### config.mk
export PLATFORM = sky130hd
export DESIGN_NAME = url_percent_decoder
export DESIGN_NICKNAME = d
export VERILOG_FILES = /design/src/urlpd_pkg.sv /design/src/urlpd_front.sv /design/src/urlpd_queue.sv /design/src/urlpd_back.sv /design/src/url_percent_decoder.sv
export SDC_FILE = /design/constraint.sdc
export NUM_CORES = 1
export LEC_CHECK = 0
export ABC_AREA = 0
export BUFFER_PORTS_ARGS = -buffer_cell sky130_fd_sc_hd__clkbuf_2
export CAP_MARGIN = 25
export CORE_AREA = 2 2 180 138
export CTS_CLUSTER_DIAMETER = 120
export CTS_CLUSTER_SIZE = 12
export DETAILED_ROUTE_END_ITERATION = 16
export DIE_AREA = 0 0 182 140
export PLACE_DENSITY = 0.4
export SLEW_MARGIN = 30
export SYNTH_ARGS = -nofsm -noshare
export SYNTH_HDL_FRONTEND = slang
export SYNTH_SLANG_ARGS = --single-unit
### constraint.sdc
create_clock -name clk -period 9.05 [get_ports clk]
set_clock_uncertainty 0.1 [all_clocks]
set_input_delay 1.81 -clock clk [delete_from_list [all_inputs] [get_ports clk]]
set_output_delay 1.81 -clock clk [all_outputs]
set_load 0.02 [all_outputs]
### src/urlpd_pkg.sv
// ---------------------------------------------------------------------------
// urlpd_pkg
// Types, character codes and hex helpers shared by the percent decoder.
// ---------------------------------------------------------------------------
package urlpd_pkg;

  localparam logic [7:0] CH_SPACE   = 8'h20;
  localparam logic [7:0] CH_PLUS    = 8'h2B;
  localparam logic [7:0] CH_PERCENT = 8'h25;
  localparam logic [7:0] CH_UNDER   = 8'h5F;
  localparam logic [7:0] CH_DEL     = 8'd127;
  localparam logic [7:0] CH_FIRST_PRINT = 8'd32;

  // Slots in one decoded group and queue depth.
  localparam int GROUP_SLOTS = 3;
  localparam int QDEPTH      = 4;
  localparam int QPTR_W      = $clog2(QDEPTH);

  typedef enum logic [1:0] {
    PH_IDLE  = 2'd0,
    PH_PCT   = 2'd1,
    PH_DIGIT = 2'd2
  } phase_t;

  typedef struct packed {
    logic [7:0] in_byte;
    logic       in_last;
  } in_req_t;

  typedef struct packed {
    logic [7:0] out_byte;
    logic       out_last;
  } out_req_t;

  // Up to three decoded bytes produced by one input byte.
  typedef struct packed {
    logic [GROUP_SLOTS-1:0][7:0] data;
    logic [1:0]                  count;
    logic                        last;
  } group_t;

  function automatic logic hex_ok(input logic [7:0] c);
    hex_ok = (c >= 8'h30 && c <= 8'h39) ||
             (c >= 8'h41 && c <= 8'h46) ||
             (c >= 8'h61 && c <= 8'h66);
  endfunction

  function automatic logic [3:0] hex_nib(input logic [7:0] c);
    logic [7:0] v;
    if (c >= 8'h30 && c <= 8'h39) begin
      v = c - 8'h30;
    end else if (c >= 8'h41 && c <= 8'h46) begin
      v = c - 8'h41 + 8'd10;
    end else if (c >= 8'h61 && c <= 8'h66) begin
      v = c - 8'h61 + 8'd10;
    end else begin
      v = 8'h00;
    end
    hex_nib = v[3:0];
  endfunction

endpackage

### src/urlpd_front.sv
// ---------------------------------------------------------------------------
// urlpd_front
// Escape tracker: takes raw bytes and builds a group of decoded bytes.
// ---------------------------------------------------------------------------
module urlpd_front import urlpd_pkg::*; (
  input  logic    clk,
  input  logic    rst,
  input  logic    take,
  input  in_req_t req,
  output logic    push,
  output group_t  grp
);

  phase_t     phase, phase_next;
  logic [7:0] held_digit, held_digit_next;

  logic [7:0] b;
  logic [7:0] decoded;

  assign b = req.in_byte;

  always_comb begin
    decoded = {hex_nib(held_digit), hex_nib(b)};
    if (decoded < CH_FIRST_PRINT || decoded == CH_DEL) begin
      decoded = CH_UNDER;
    end
  end

  // Next escape state.
  always_comb begin
    phase_next      = phase;
    held_digit_next = held_digit;
    case (phase)
      PH_PCT: begin
        if (hex_ok(b)) begin
          held_digit_next = b;
          phase_next      = PH_DIGIT;
        end else begin
          phase_next = (b == CH_PERCENT) ? PH_PCT : PH_IDLE;
        end
      end
      PH_DIGIT: begin
        held_digit_next = 8'h00;
        if (hex_ok(b)) begin
          phase_next = PH_IDLE;
        end else begin
          phase_next = (b == CH_PERCENT) ? PH_PCT : PH_IDLE;
        end
      end
      default: begin
        phase_next = (b == CH_PERCENT) ? PH_PCT : PH_IDLE;
      end
    endcase
    if (req.in_last) begin
      phase_next      = PH_IDLE;
      held_digit_next = 8'h00;
    end
  end

  // Output group: fill slots in order.
  always_comb begin
    logic [1:0] n;
    logic       plain;
    phase_t     mid;
    n     = 2'd0;
    plain = 1'b0;
    mid   = PH_IDLE;
    grp   = '0;
    case (phase)
      PH_PCT: begin
        if (hex_ok(b)) begin
          mid = PH_DIGIT;
        end else begin
          grp.data[n] = CH_PERCENT;
          n           = n + 2'd1;
          plain       = 1'b1;
        end
      end
      PH_DIGIT: begin
        if (hex_ok(b)) begin
          grp.data[n] = decoded;
          n           = n + 2'd1;
        end else begin
          grp.data[n] = CH_PERCENT;
          n           = n + 2'd1;
          grp.data[n] = held_digit;
          n           = n + 2'd1;
          plain       = 1'b1;
        end
      end
      default: begin
        plain = 1'b1;
      end
    endcase
    if (plain) begin
      if (b == CH_PLUS) begin
        grp.data[n] = CH_SPACE;
        n           = n + 2'd1;
      end else if (b == CH_PERCENT) begin
        mid = PH_PCT;
      end else begin
        grp.data[n] = b;
        n           = n + 2'd1;
      end
    end
    // Flush an escape left open at end of string.
    if (req.in_last) begin
      if (mid == PH_PCT) begin
        grp.data[n] = CH_PERCENT;
        n           = n + 2'd1;
      end else if (mid == PH_DIGIT) begin
        grp.data[n] = CH_PERCENT;
        n           = n + 2'd1;
        grp.data[n] = b;
        n           = n + 2'd1;
      end
    end
    grp.count = n;
    grp.last  = req.in_last;
    push      = take && (n != 2'd0);
  end

  always_ff @(posedge clk) begin
    if (rst) begin
      phase      <= PH_IDLE;
      held_digit <= 8'h00;
    end else if (take) begin
      phase      <= phase_next;
      held_digit <= held_digit_next;
    end
  end

endmodule

### src/urlpd_queue.sv
// ---------------------------------------------------------------------------
// urlpd_queue
// Small FIFO of decoded groups between the front and back parts.
// ---------------------------------------------------------------------------
module urlpd_queue import urlpd_pkg::*; (
  input  logic   clk,
  input  logic   rst,
  input  logic   push,
  input  group_t push_grp,
  input  logic   pop,
  output group_t head,
  output logic   empty,
  output logic   full
);

  group_t            slots [QDEPTH];
  logic [QPTR_W-1:0] wr_ptr, rd_ptr;
  logic [QPTR_W:0]   fill;

  assign empty = (fill == '0);
  assign full  = (fill == (QPTR_W+1)'(QDEPTH));
  assign head  = slots[rd_ptr];

  always_ff @(posedge clk) begin
    if (push) begin
      slots[wr_ptr] <= push_grp;
    end
  end

  always_ff @(posedge clk) begin
    if (rst) begin
      wr_ptr <= '0;
      rd_ptr <= '0;
      fill   <= '0;
    end else begin
      if (push) begin
        wr_ptr <= wr_ptr + 1'b1;
      end
      if (pop) begin
        rd_ptr <= rd_ptr + 1'b1;
      end
      case ({push, pop})
        2'b10:   fill <= fill + 1'b1;
        2'b01:   fill <= fill - 1'b1;
        default: fill <= fill;
      endcase
    end
  end

endmodule

### src/urlpd_back.sv
// ---------------------------------------------------------------------------
// urlpd_back
// Serializer: sends the bytes of the head group one per cycle, unless stalled.
// ---------------------------------------------------------------------------
module urlpd_back import urlpd_pkg::*; (
  input  logic     clk,
  input  logic     rst,
  input  group_t   head,
  input  logic     empty,
  output logic     pop,
  output logic     dn_valid,
  input  logic     dn_stall,
  output out_req_t dn_req
);

  logic [1:0] idx;
  logic       load;
  logic       at_end;

  assign load   = !empty && (!dn_valid || !dn_stall);
  assign at_end = (idx == head.count - 2'd1);
  assign pop    = load && at_end;

  always_ff @(posedge clk) begin
    if (rst) begin
      idx      <= 2'd0;
      dn_valid <= 1'b0;
    end else begin
      if (load) begin
        idx      <= at_end ? 2'd0 : idx + 2'd1;
        dn_valid <= 1'b1;
      end else if (!dn_stall) begin
        dn_valid <= 1'b0;
      end
    end
  end

  always_ff @(posedge clk) begin
    if (load) begin
      dn_req.out_byte <= head.data[idx];
      dn_req.out_last <= head.last && at_end;
    end
  end

endmodule

### src/url_percent_decoder.sv
// ---------------------------------------------------------------------------
// url_percent_decoder
// Percent decoder for URL query strings, one raw byte per request.
// ---------------------------------------------------------------------------
//
//   channel | handshake           | payload
//   --------+---------------------+-----------------------------------
//   up      | up_valid / up_stall | up_req: in_byte, in_last
//   dn      | dn_valid / dn_stall | dn_req: out_byte, out_last
//
// Cycles: one input request per cycle unless stalled; each makes 0 to 3
//   output bytes, sent one per cycle, so output bandwidth of one byte per
//   cycle sets the sustained rate. Bytes pass queue then output register.
// Reset: rst, synchronous, clears escape state, queue and output valid.
// Stalls: up_stall rises when the four-group queue is full; dn_stall
//   holds the output register and the queue absorbs the input side.
//
module url_percent_decoder import urlpd_pkg::*; (
  input  logic     clk,
  input  logic     rst,
  input  logic     up_valid,
  output logic     up_stall,
  input  in_req_t  up_req,
  output logic     dn_valid,
  input  logic     dn_stall,
  output out_req_t dn_req
);

  logic   take;
  logic   push;
  group_t grp;
  logic   pop;
  group_t head;
  logic   empty;
  logic   full;

  // Hold the input side only while the queue has no free slot.
  assign up_stall = full;
  assign take     = up_valid && !up_stall;

  // Front: track escapes, turn each request into a group of bytes.
  urlpd_front u_front (
    .clk  (clk),
    .rst  (rst),
    .take (take),
    .req  (up_req),
    .push (push),
    .grp  (grp)
  );

  // Queue: decouple front from back.
  urlpd_queue u_queue (
    .clk      (clk),
    .rst      (rst),
    .push     (push),
    .push_grp (grp),
    .pop      (pop),
    .head     (head),
    .empty    (empty),
    .full     (full)
  );

  // Back: advance through the head group, one byte per cycle unless stalled.
  urlpd_back u_back (
    .clk      (clk),
    .rst      (rst),
    .head     (head),
    .empty    (empty),
    .pop      (pop),
    .dn_valid (dn_valid),
    .dn_stall (dn_stall),
    .dn_req   (dn_req)
  );

endmodule

After elaboration in Yosys (flattened, before gate mapping)
Memories as Yosys holds them, arrays and structs flattened. A register that Yosys moved wholly into a read port is not among the register bits.
Cells that the tools add are included.

word-level totals
  input bits = 13
  memories kept = 1
  flip-flop bits (word level) = 29
  logic and storage cells = 156
  bits in writable memories = 108

cells by class
  equal/unequal tests = 13
  $lt $le $gt $ge = 20
  mux-type cells = 60
  bitwise operators = 6
  reduce and logical (&&, ||, !) cells = 28
  add/sub/neg operators = 19

memories
  memory         depth  width  rd ports  clocked after Yosys merged registers in  write ports  RTL line           RTL
  u_queue.slots  4      27     1         1                                        1            urlpd_queue.sv:16  group_t slots [QDEPTH];

operator list
  kind                                                            number
  two-way mux 24 bit                                              6
  two-way mux 8 bit                                               10
  bitwise mux 24 bit                                              2
  demux 8 bit (select 2 bit)                                      3
  two-way mux 2 bit                                               18
  >= comparator 8 x 7 -> 1 bit, second input constant             4
  less-or-equal comparator 8 x 7 -> 1 bit, second input constant  4
  case mux 8 bit (2 select lines)                                 2
  two-way mux 4 bit                                               6
  subtractor 4 x 1 -> 4 bit, second input constant                6
  AND 14 x 21 -> 21 bit                                           1
  inverter 21 bit                                                 1
  adder 4 bit, second input constant                              4
  binary-select mux 8 bit (select 2 bit)                          1
  == test 8 x 6 -> 1 bit, second input constant                   2
  >= comparator 8 x 6 -> 1 bit, second input constant             2
  less-or-equal comparator 8 x 6 -> 1 bit, second input constant  2
  AND 15 bit                                                      1
  inverter 15 bit                                                 1
  logical AND 1 bit                                               14
  adder 2 x 1 -> 2 bit, second input constant                     6
  < comparator 2 x 3 -> 1 bit, second input constant              4
  bitwise OR 9 bit                                                1
  == test 8 x 7 -> 1 bit, second input constant                   1
  other kinds (23)                                                44

Logic depth before layout (Yosys ltp)
  word-level depth = 20
  depth in mapped cells = 23
  mapped depth without buffers = 21

Hierarchy
From an unflattened synthesis, not the netlist that was laid out.

unflattened totals
  cell total of the unflattened synthesis = 532
  area total of the unflattened synthesis = 6977.9 um^2

modules (own cells, without submodules)
  module               cells each  times used  seq. area each (um^2)  area an instance (um^2)
  urlpd_queue          188         1           3423.3                 4377.9
  urlpd_front          283         1           200.2                  1976.9
  urlpd_back           60          1           330.3                  609.3
  url_percent_decoder  1           1           0.0                    13.8

Worst setup path after synthesis
OpenSTA, ideal clock, no wires.

  path kind = input to register
  start = input port up_req[1] (netlist bit)
  end = memory u_queue.slots[0][0] (netlist bit) (enable)
  required time = 8564 ps
  stages on the path = 17
  arrival = 6020 ps
  library setup time = 386 ps
  setup slack = 2543 ps
  cells stage by stage = clkbuf_1 > inv_1 > ha_1 > o21bai_1 > a21oi_1 > a21oi_1 > clkbuf_1 > nand2_1 > a21boi_0 > ha_1 > and2_1 > a22oi_1 > ha_1 > nor4_1 > a311o_1 > o2bb2ai_2 > and2_1

on the way
  longest elaborated chain between the ends = 19
  elaborated cells between the ends (all ways) = 38
  classes of those cells = add/sub (3); order compare (6); eq/ne (4); mux (18); reduce/logical (7)

ends and longest elaborated chain
  element                                                 RTL line                               RTL
  start: declaration                                      url_percent_decoder.sv:23              input in_req_t up_req,
  >= comparator 8 x 6 -> 1 bit (tied with other cells)    urlpd_pkg.sv:43                        hex_ok = (c >= 8'h30 && c <= 8'h39) ||
  logical AND 1 bit (on tied branches)                    urlpd_pkg.sv:43, urlpd_pkg.sv:44
  logical OR 1 bit                                        urlpd_pkg.sv:43
  logical OR 1 bit                                        urlpd_pkg.sv:44                        (c >= 8'h41 && c <= 8'h46) ||
  two-way mux 2 bit or two-way mux 1 bit (tied branches)  urlpd_front.sv:80, urlpd_front.sv:71
  case mux 2 bit (2 select lines)                         urlpd_front.sv:69                      case (phase)
  adder 2 x 1 -> 2 bit                                    urlpd_front.sv:98, urlpd_front.sv:103
  two-way mux 2 bit                                       urlpd_front.sv:99                      end else if (b == CH_PERCENT) begin
  [3 not listed]                                          -
  adder 2 x 1 -> 2 bit                                    urlpd_front.sv:115                     n = n + 2'd1;
  two-way mux 2 bit                                       urlpd_front.sv:111                     end else if (mid == PH_DIGIT) begin
  two-way mux 2 bit                                       urlpd_front.sv:108                     if (mid == PH_PCT) begin
  two-way mux 2 bit (*)                                   urlpd_front.sv:107                     if (req.in_last) begin
  nonzero test 2 bit (*)                                  urlpd_front.sv:120                     push = take && (n != 2'd0);
  logical AND 1 bit (*)                                   urlpd_front.sv:120
  two-way mux 1 bit (*)                                   urlpd_queue.sv:25                      if (push) begin
  two-way mux 1 bit (implied by the code) (*)             urlpd_queue.sv:26                      slots[wr_ptr] <= push_grp;
  end: declaration                                        urlpd_queue.sv:16

Mark *: on every way between the ends. The rest lies on a longest branch, timed or not.

Final worst setup path
  start = input port up_req[1] (netlist bit)
  end = register u_queue.fill[2]

on the way
  longest elaborated chain between the ends = 19
  elaborated cells between the ends (all ways) = 40
  classes of those cells = add/sub (3); order compare (6); eq/ne (6); mux (17); reduce/logical (8)

ends and longest elaborated chain
  element                                                                RTL line                               RTL
  >= comparator 8 x 6 -> 1 bit (tied with other cells)                   urlpd_pkg.sv:43
  logical AND 1 bit (on tied branches)                                   urlpd_pkg.sv:43, urlpd_pkg.sv:44
  logical OR 1 bit                                                       urlpd_pkg.sv:43
  logical OR 1 bit                                                       urlpd_pkg.sv:44
  two-way mux 2 bit or two-way mux 1 bit (tied branches)                 urlpd_front.sv:80, urlpd_front.sv:71
  case mux 2 bit (2 select lines)                                        urlpd_front.sv:69
  adder 2 x 1 -> 2 bit                                                   urlpd_front.sv:98, urlpd_front.sv:103
  two-way mux 2 bit                                                      urlpd_front.sv:99
  [3 not listed]                                                         -
  adder 2 x 1 -> 2 bit                                                   urlpd_front.sv:115
  two-way mux 2 bit                                                      urlpd_front.sv:111
  two-way mux 2 bit                                                      urlpd_front.sv:108
  two-way mux 2 bit (*)                                                  urlpd_front.sv:107
  nonzero test 2 bit (*)                                                 urlpd_front.sv:120
  logical AND 1 bit (*)                                                  urlpd_front.sv:120
  == test 2 x 1 -> 1 bit or == test 2 bit (tied branches)                urlpd_queue.sv:42                      case ({push, pop})
  case mux 3 bit (2 select lines) or nonzero test 2 bit (tied branches)  -
  end signal: assignment                                                 urlpd_queue.sv:43                      2'b10: fill <= fill + 1'b1;
  end signal: assignment                                                 urlpd_queue.sv:44                      2'b01: fill <= fill - 1'b1;
  end signal: assignment                                                 urlpd_queue.sv:45                      default: fill <= fill;
  end: declaration                                                       urlpd_queue.sv:18                      logic [QPTR_W:0] fill;

Marked as above.
A chain may end at the register's enable or synchronous reset.

==> qor.tcl <==
set qor(status) {completed}
set qor(cts-hold-fix-buffers) 0
set qor(shortest_period_the_worst_path_allows_ns) 6.378
set qor(vias_in_the_first_global_route) 4272
set qor(critical_path_arrival_ns) 6.63
set qor(power.share.clock_pct) 34.0
set qor(power.sequential.fraction_pct) 45.0
set qor(dieHeight_um) 140
set qor(highest_fanout_seen_on_the_critical_path) 15
set qor(global_route.usage.total_pct) 13.87
set qor(die_w_um) 182
set qor(number_of_post_cts_setup_repair_buffers) 0
set qor(dp.final_hpwl_um) 11480
set qor(clock-root-buffer) {sky130_fd_sc_hd__clkbuf_16}
set qor(timing.final.hold_violations) 0
set qor(setup-tns-final_ns) 0
set qor(floorplan.io_pins) 24
set qor(synthFlopType) {sky130_fd_sc_hd__edfxtp_1}
set qor(clock_insertion_delay_worst_skew_ns) 0.42
set qor(grt_max_degree) 28
set qor(wirelength_um) 16870
set qor(cell_types_occupying_the_most_area_after_synthesis) {sky130_fd_sc_hd__edfxtp_1, sky130_fd_sc_hd__mux4_2, sky130_fd_sc_hd__dfxtp_1}
set qor(route.vias.total) 4296
set qor(drv_slew) 0
set qor(antenna_found_initial) 0
set qor(buffer_ports.inserted) 23
set qor(place.detailed.instances) 819
set qor(async_flop_share_pct) 0
set qor(leakagePower_nw) 2.597
set qor(netlist_instances) 511
set qor(netlist_area_mm2) 0.006741
set qor(synthesis.area_per_instance_um2) 13.19
set qor(place_ws_ns) 2.211
set qor(crit_chain) {clkbuf_2, inv_1, ha_1, o21bai_1, a21oi_1, a21oi_1, buf_4, nand2_1, a21boi_0, ha_1, and2_1, a22oi_1, ha_1, nor4_1, a311o_1, o2bb2ai_2, inv_1, ha_1, inv_1, fa_1, xor2_1, or3_1, a21oi_1}
set qor(timing.fmax_ghz) 0.1568
set qor(die-area_mm2) 0.02548
set qor(drive_gt1_share_pct) 18.90
set qor(tritoncts_clock_tree) {done}
set qor(antennaDiodeCount) 0
set qor(final-setup-viol-count) 0
set qor(synth_nets) 547
set qor(vdd_drop_max_uv) 116.9
set qor(overall_power_after_layout_mw) 1.909
set qor(starting_density_pct) 28.49
set qor(wire_length_of_the_first_global_routing_pass_um) 25990
set qor(clock_sink_count) 139
set qor(globalplace.congestion) 0.8918
set qor(cp_data_required_time_ns) 9.30
set qor(synth_area_leader_cell) {sky130_fd_sc_hd__edfxtp_1}
set qor(max_cap_violations) 0
set qor(placed_cell_area_mm2) 0.007172
set qor(final_hold_slack_ns) 0.3697
set qor(synth_cell_type_count) 70
set qor(ys.warnings.count) 0
set qor(synth_top_cell_area_share_pct) 52.12
set qor(timing.critical_path.max_delay_family) {compound AO/OA/AOI/OAI gates}
set qor(power.internal_mw) 1.331
set qor(postLayoutSetupSlackWorst_ns) 2.672
set qor(number_of_synthesized_flops_with_an_enable_pin) 117
set qor(via_per_inst) 5.048
set qor(tritoncts_buffers) 17
set qor(cp_slowest_cell) {sky130_fd_sc_hd__a21oi_1}
set qor(power.switching_mw) 0.5779
set qor(worst_slew_margin_rel_pct) 42.93
set qor(unrepaired_setup_endpoints_after_global_routing) {no}
set qor(design.final.nets) 568
set qor(clk_path_buf_depth) 2
set qor(hold_path.class) {reg -> reg}
set qor(firstDrtPassIters) 5
set qor(switching_power_share_of_the_total_pct) 30.28
set qor(area.growth.synth_to_final_pct) 14.57
set qor(fin_util_pct) 32.64
set qor(fp-row-count) 49
set qor(design_area_mm2) 0.007724
set qor(layout_worst_path_cycle_share_pct) 70.48
set qor(path_buf_inv) 5
set qor(synth.yosys.seq_area_share_pct) 58.65
set qor(endpoint_kind) {flip-flop}
set qor(timing.setup.critical_path_class) {in -> reg}
set qor(layout.cells.non_filler) 851
set qor(number_of_h_tree_branching_levels) 4
set qor(post_drt_wl_per_cell_um) 19.83
set qor(remaining_drc_errors) 0
set qor(postSynthRegisterBits) 139
set qor(pwr_density_cell_mw_per_mm2) 247.1
set qor(critical_path.startpoint_type) {input port}
set qor(critical_path_s_most_frequent_cell) {sky130_fd_sc_hd__ha_1}
set qor(crit_path_max_incr_delay_ns) 0.47
set qor(final_antenna_net_count) 0
set qor(grt.overflow.total) 0
set qor(placeableCoreArea_mm2) 0.02367
set qor(drt_first_iter_violations) 431
set qor(worst_setup_hold_path_clk_slew_ns) 0.07
set qor(pwr-share-comb_pct) 20.9
set qor(resized_gates_after_cts) 0
set qor(worst_slew_pin_slew_ns) 0.8561
## tightest hold or removal path, delay by kind of cell, from the launching register on
kind,cells,cell delay (ns)
AOI/OAI and AO/OA,1,0.05
DFF,1,0.32
and+or+nand+nor,1,0.06
## cell type report
class                      instances  area (um2)
multi-input combinational        315        2566
clock inverter                    15       126.4
clock buffer                      17       425.4
timing repair buffer              27       145.1
sequential                       139        3958
fill                            2336       15940
inverter                          32       120.1
tap                              306       382.9
## cell usage in the layout (no fill, tap or decap), types with 5 or more instances in the layout
cell type	n
sky130_fd_sc_hd__o21ai_0	15
sky130_fd_sc_hd__nand2_1	37
sky130_fd_sc_hd__clkbuf_2	23
sky130_fd_sc_hd__o211ai_1	5
sky130_fd_sc_hd__nor2_1	21
sky130_fd_sc_hd__inv_6	6
sky130_fd_sc_hd__nand2b_1	10
sky130_fd_sc_hd__o22ai_1	8
sky130_fd_sc_hd__dfxtp_1	21
sky130_fd_sc_hd__nor3_1	7
sky130_fd_sc_hd__ha_1	22
sky130_fd_sc_hd__nand3_1	14
sky130_fd_sc_hd__a21oi_1	34
sky130_fd_sc_hd__mux4_2	27
sky130_fd_sc_hd__a22o_1	6
sky130_fd_sc_hd__mux2i_1	11
sky130_fd_sc_hd__a31oi_1	6
sky130_fd_sc_hd__edfxtp_1	117
sky130_fd_sc_hd__clkbuf_16	17
sky130_fd_sc_hd__a21o_1	5
sky130_fd_sc_hd__and2_1	10
sky130_fd_sc_hd__inv_1	32
## worst paths after layout
path	start	slack [ns]	depth (start not counted)	to
max reg2reg	u_front.phase[0]	4.80	17	u_queue.fill[2]
max	up_req[1]	2.67	23	u_queue.fill[2]
min	u_back.dn_valid	0.37	2	u_back.dn_valid
min reg2reg	u_back.dn_valid	0.37	2	u_back.dn_valid
## cells by family (layout without fill, tap and decap cells)
| group | after synthesis | after routing | synth area share (%) |
|---|---|---|---|
| flip-flops | 139 | 139 | 58.65 |
| AND/OR/NAND/NOR | 131 | 131 | 10.43 |
| AO/OA/AOI/OAI | 116 | 116 | 11.53 |
| buffers and inverters | 57 | 91 | 3.359 |
| multiplexers | 39 | 39 | 10.88 |
| adder cells (fa/ha/maj) | 23 | 23 | 4.380 |
| XOR/XNOR | 6 | 6 | 0.7797 |
## layer usage
| metal | track usage [%] | routed length [um] | vias to the layer above |
|---|---|---|---|
| met5 | 0 | 0 | - |
| met4 | 3.820 | 219 | 0 |
| met3 | 3.198 | 683 | 25 |
| met2 | 20.57 | 7419 | 106 |
| met1 | 20.30 | 8549 | 2157 |
| li1 | - | - | 2008 |
## Yosys cell counts (2+ instances only)
cell	n
sky130_fd_sc_hd__a211oi_1	2
sky130_fd_sc_hd__a21boi_0	2
sky130_fd_sc_hd__a21o_1	5
sky130_fd_sc_hd__a21oi_1	34
sky130_fd_sc_hd__a22o_1	6
sky130_fd_sc_hd__a22oi_1	3
sky130_fd_sc_hd__a311oi_1	2
sky130_fd_sc_hd__a31oi_1	6
sky130_fd_sc_hd__and2_1	14
sky130_fd_sc_hd__buf_1	5
sky130_fd_sc_hd__clkbuf_1	17
sky130_fd_sc_hd__dfxtp_1	22
sky130_fd_sc_hd__edfxtp_1	117
sky130_fd_sc_hd__ha_1	22
sky130_fd_sc_hd__inv_1	32
sky130_fd_sc_hd__mux2i_1	11
sky130_fd_sc_hd__mux4_2	27
sky130_fd_sc_hd__nand2_1	37
sky130_fd_sc_hd__nand2b_1	10
sky130_fd_sc_hd__nand3_1	14
sky130_fd_sc_hd__nand3b_1	3
sky130_fd_sc_hd__nand4_1	3
sky130_fd_sc_hd__nor2_1	21
sky130_fd_sc_hd__nor2b_1	2
sky130_fd_sc_hd__nor3_1	7
sky130_fd_sc_hd__nor3b_1	2
sky130_fd_sc_hd__nor4_1	2
sky130_fd_sc_hd__o211ai_1	5
sky130_fd_sc_hd__o21a_1	3
sky130_fd_sc_hd__o21ai_0	15
sky130_fd_sc_hd__o21bai_1	3
sky130_fd_sc_hd__o22ai_1	8
sky130_fd_sc_hd__o31ai_1	4
sky130_fd_sc_hd__or3_1	4
sky130_fd_sc_hd__or4b_2	2
sky130_fd_sc_hd__xnor2_1	3
sky130_fd_sc_hd__xor2_1	3
## registers in the layout, indices dropped and copies added, names as in the netlist, 2 cells and up, named ones only
signal              count
u_back.dn_req           9
u_back.idx              2
u_front.held_digit      8
u_front.phase           2
u_queue.fill            3
u_queue.rd_ptr          2
u_queue.slots         108
u_queue.wr_ptr          2
## power by group through the flow
| stage | sequential, mW | combinational (mW) | clock, mW |
|---|---|---|---|
| global placement | 0.875 | 0.411 | 0 |
| finish | 0.860 | 0.400 | 0.649 |
| global route | 0.875 | 0.443 | 0.694 |
| CTS | 0.865 | 0.413 | 0.665 |
| floorplan | 0.867 | 0.285 | 0 |
| detailed placement | 0.879 | 0.412 | 0 |
(Power assumes the default switching activity.)
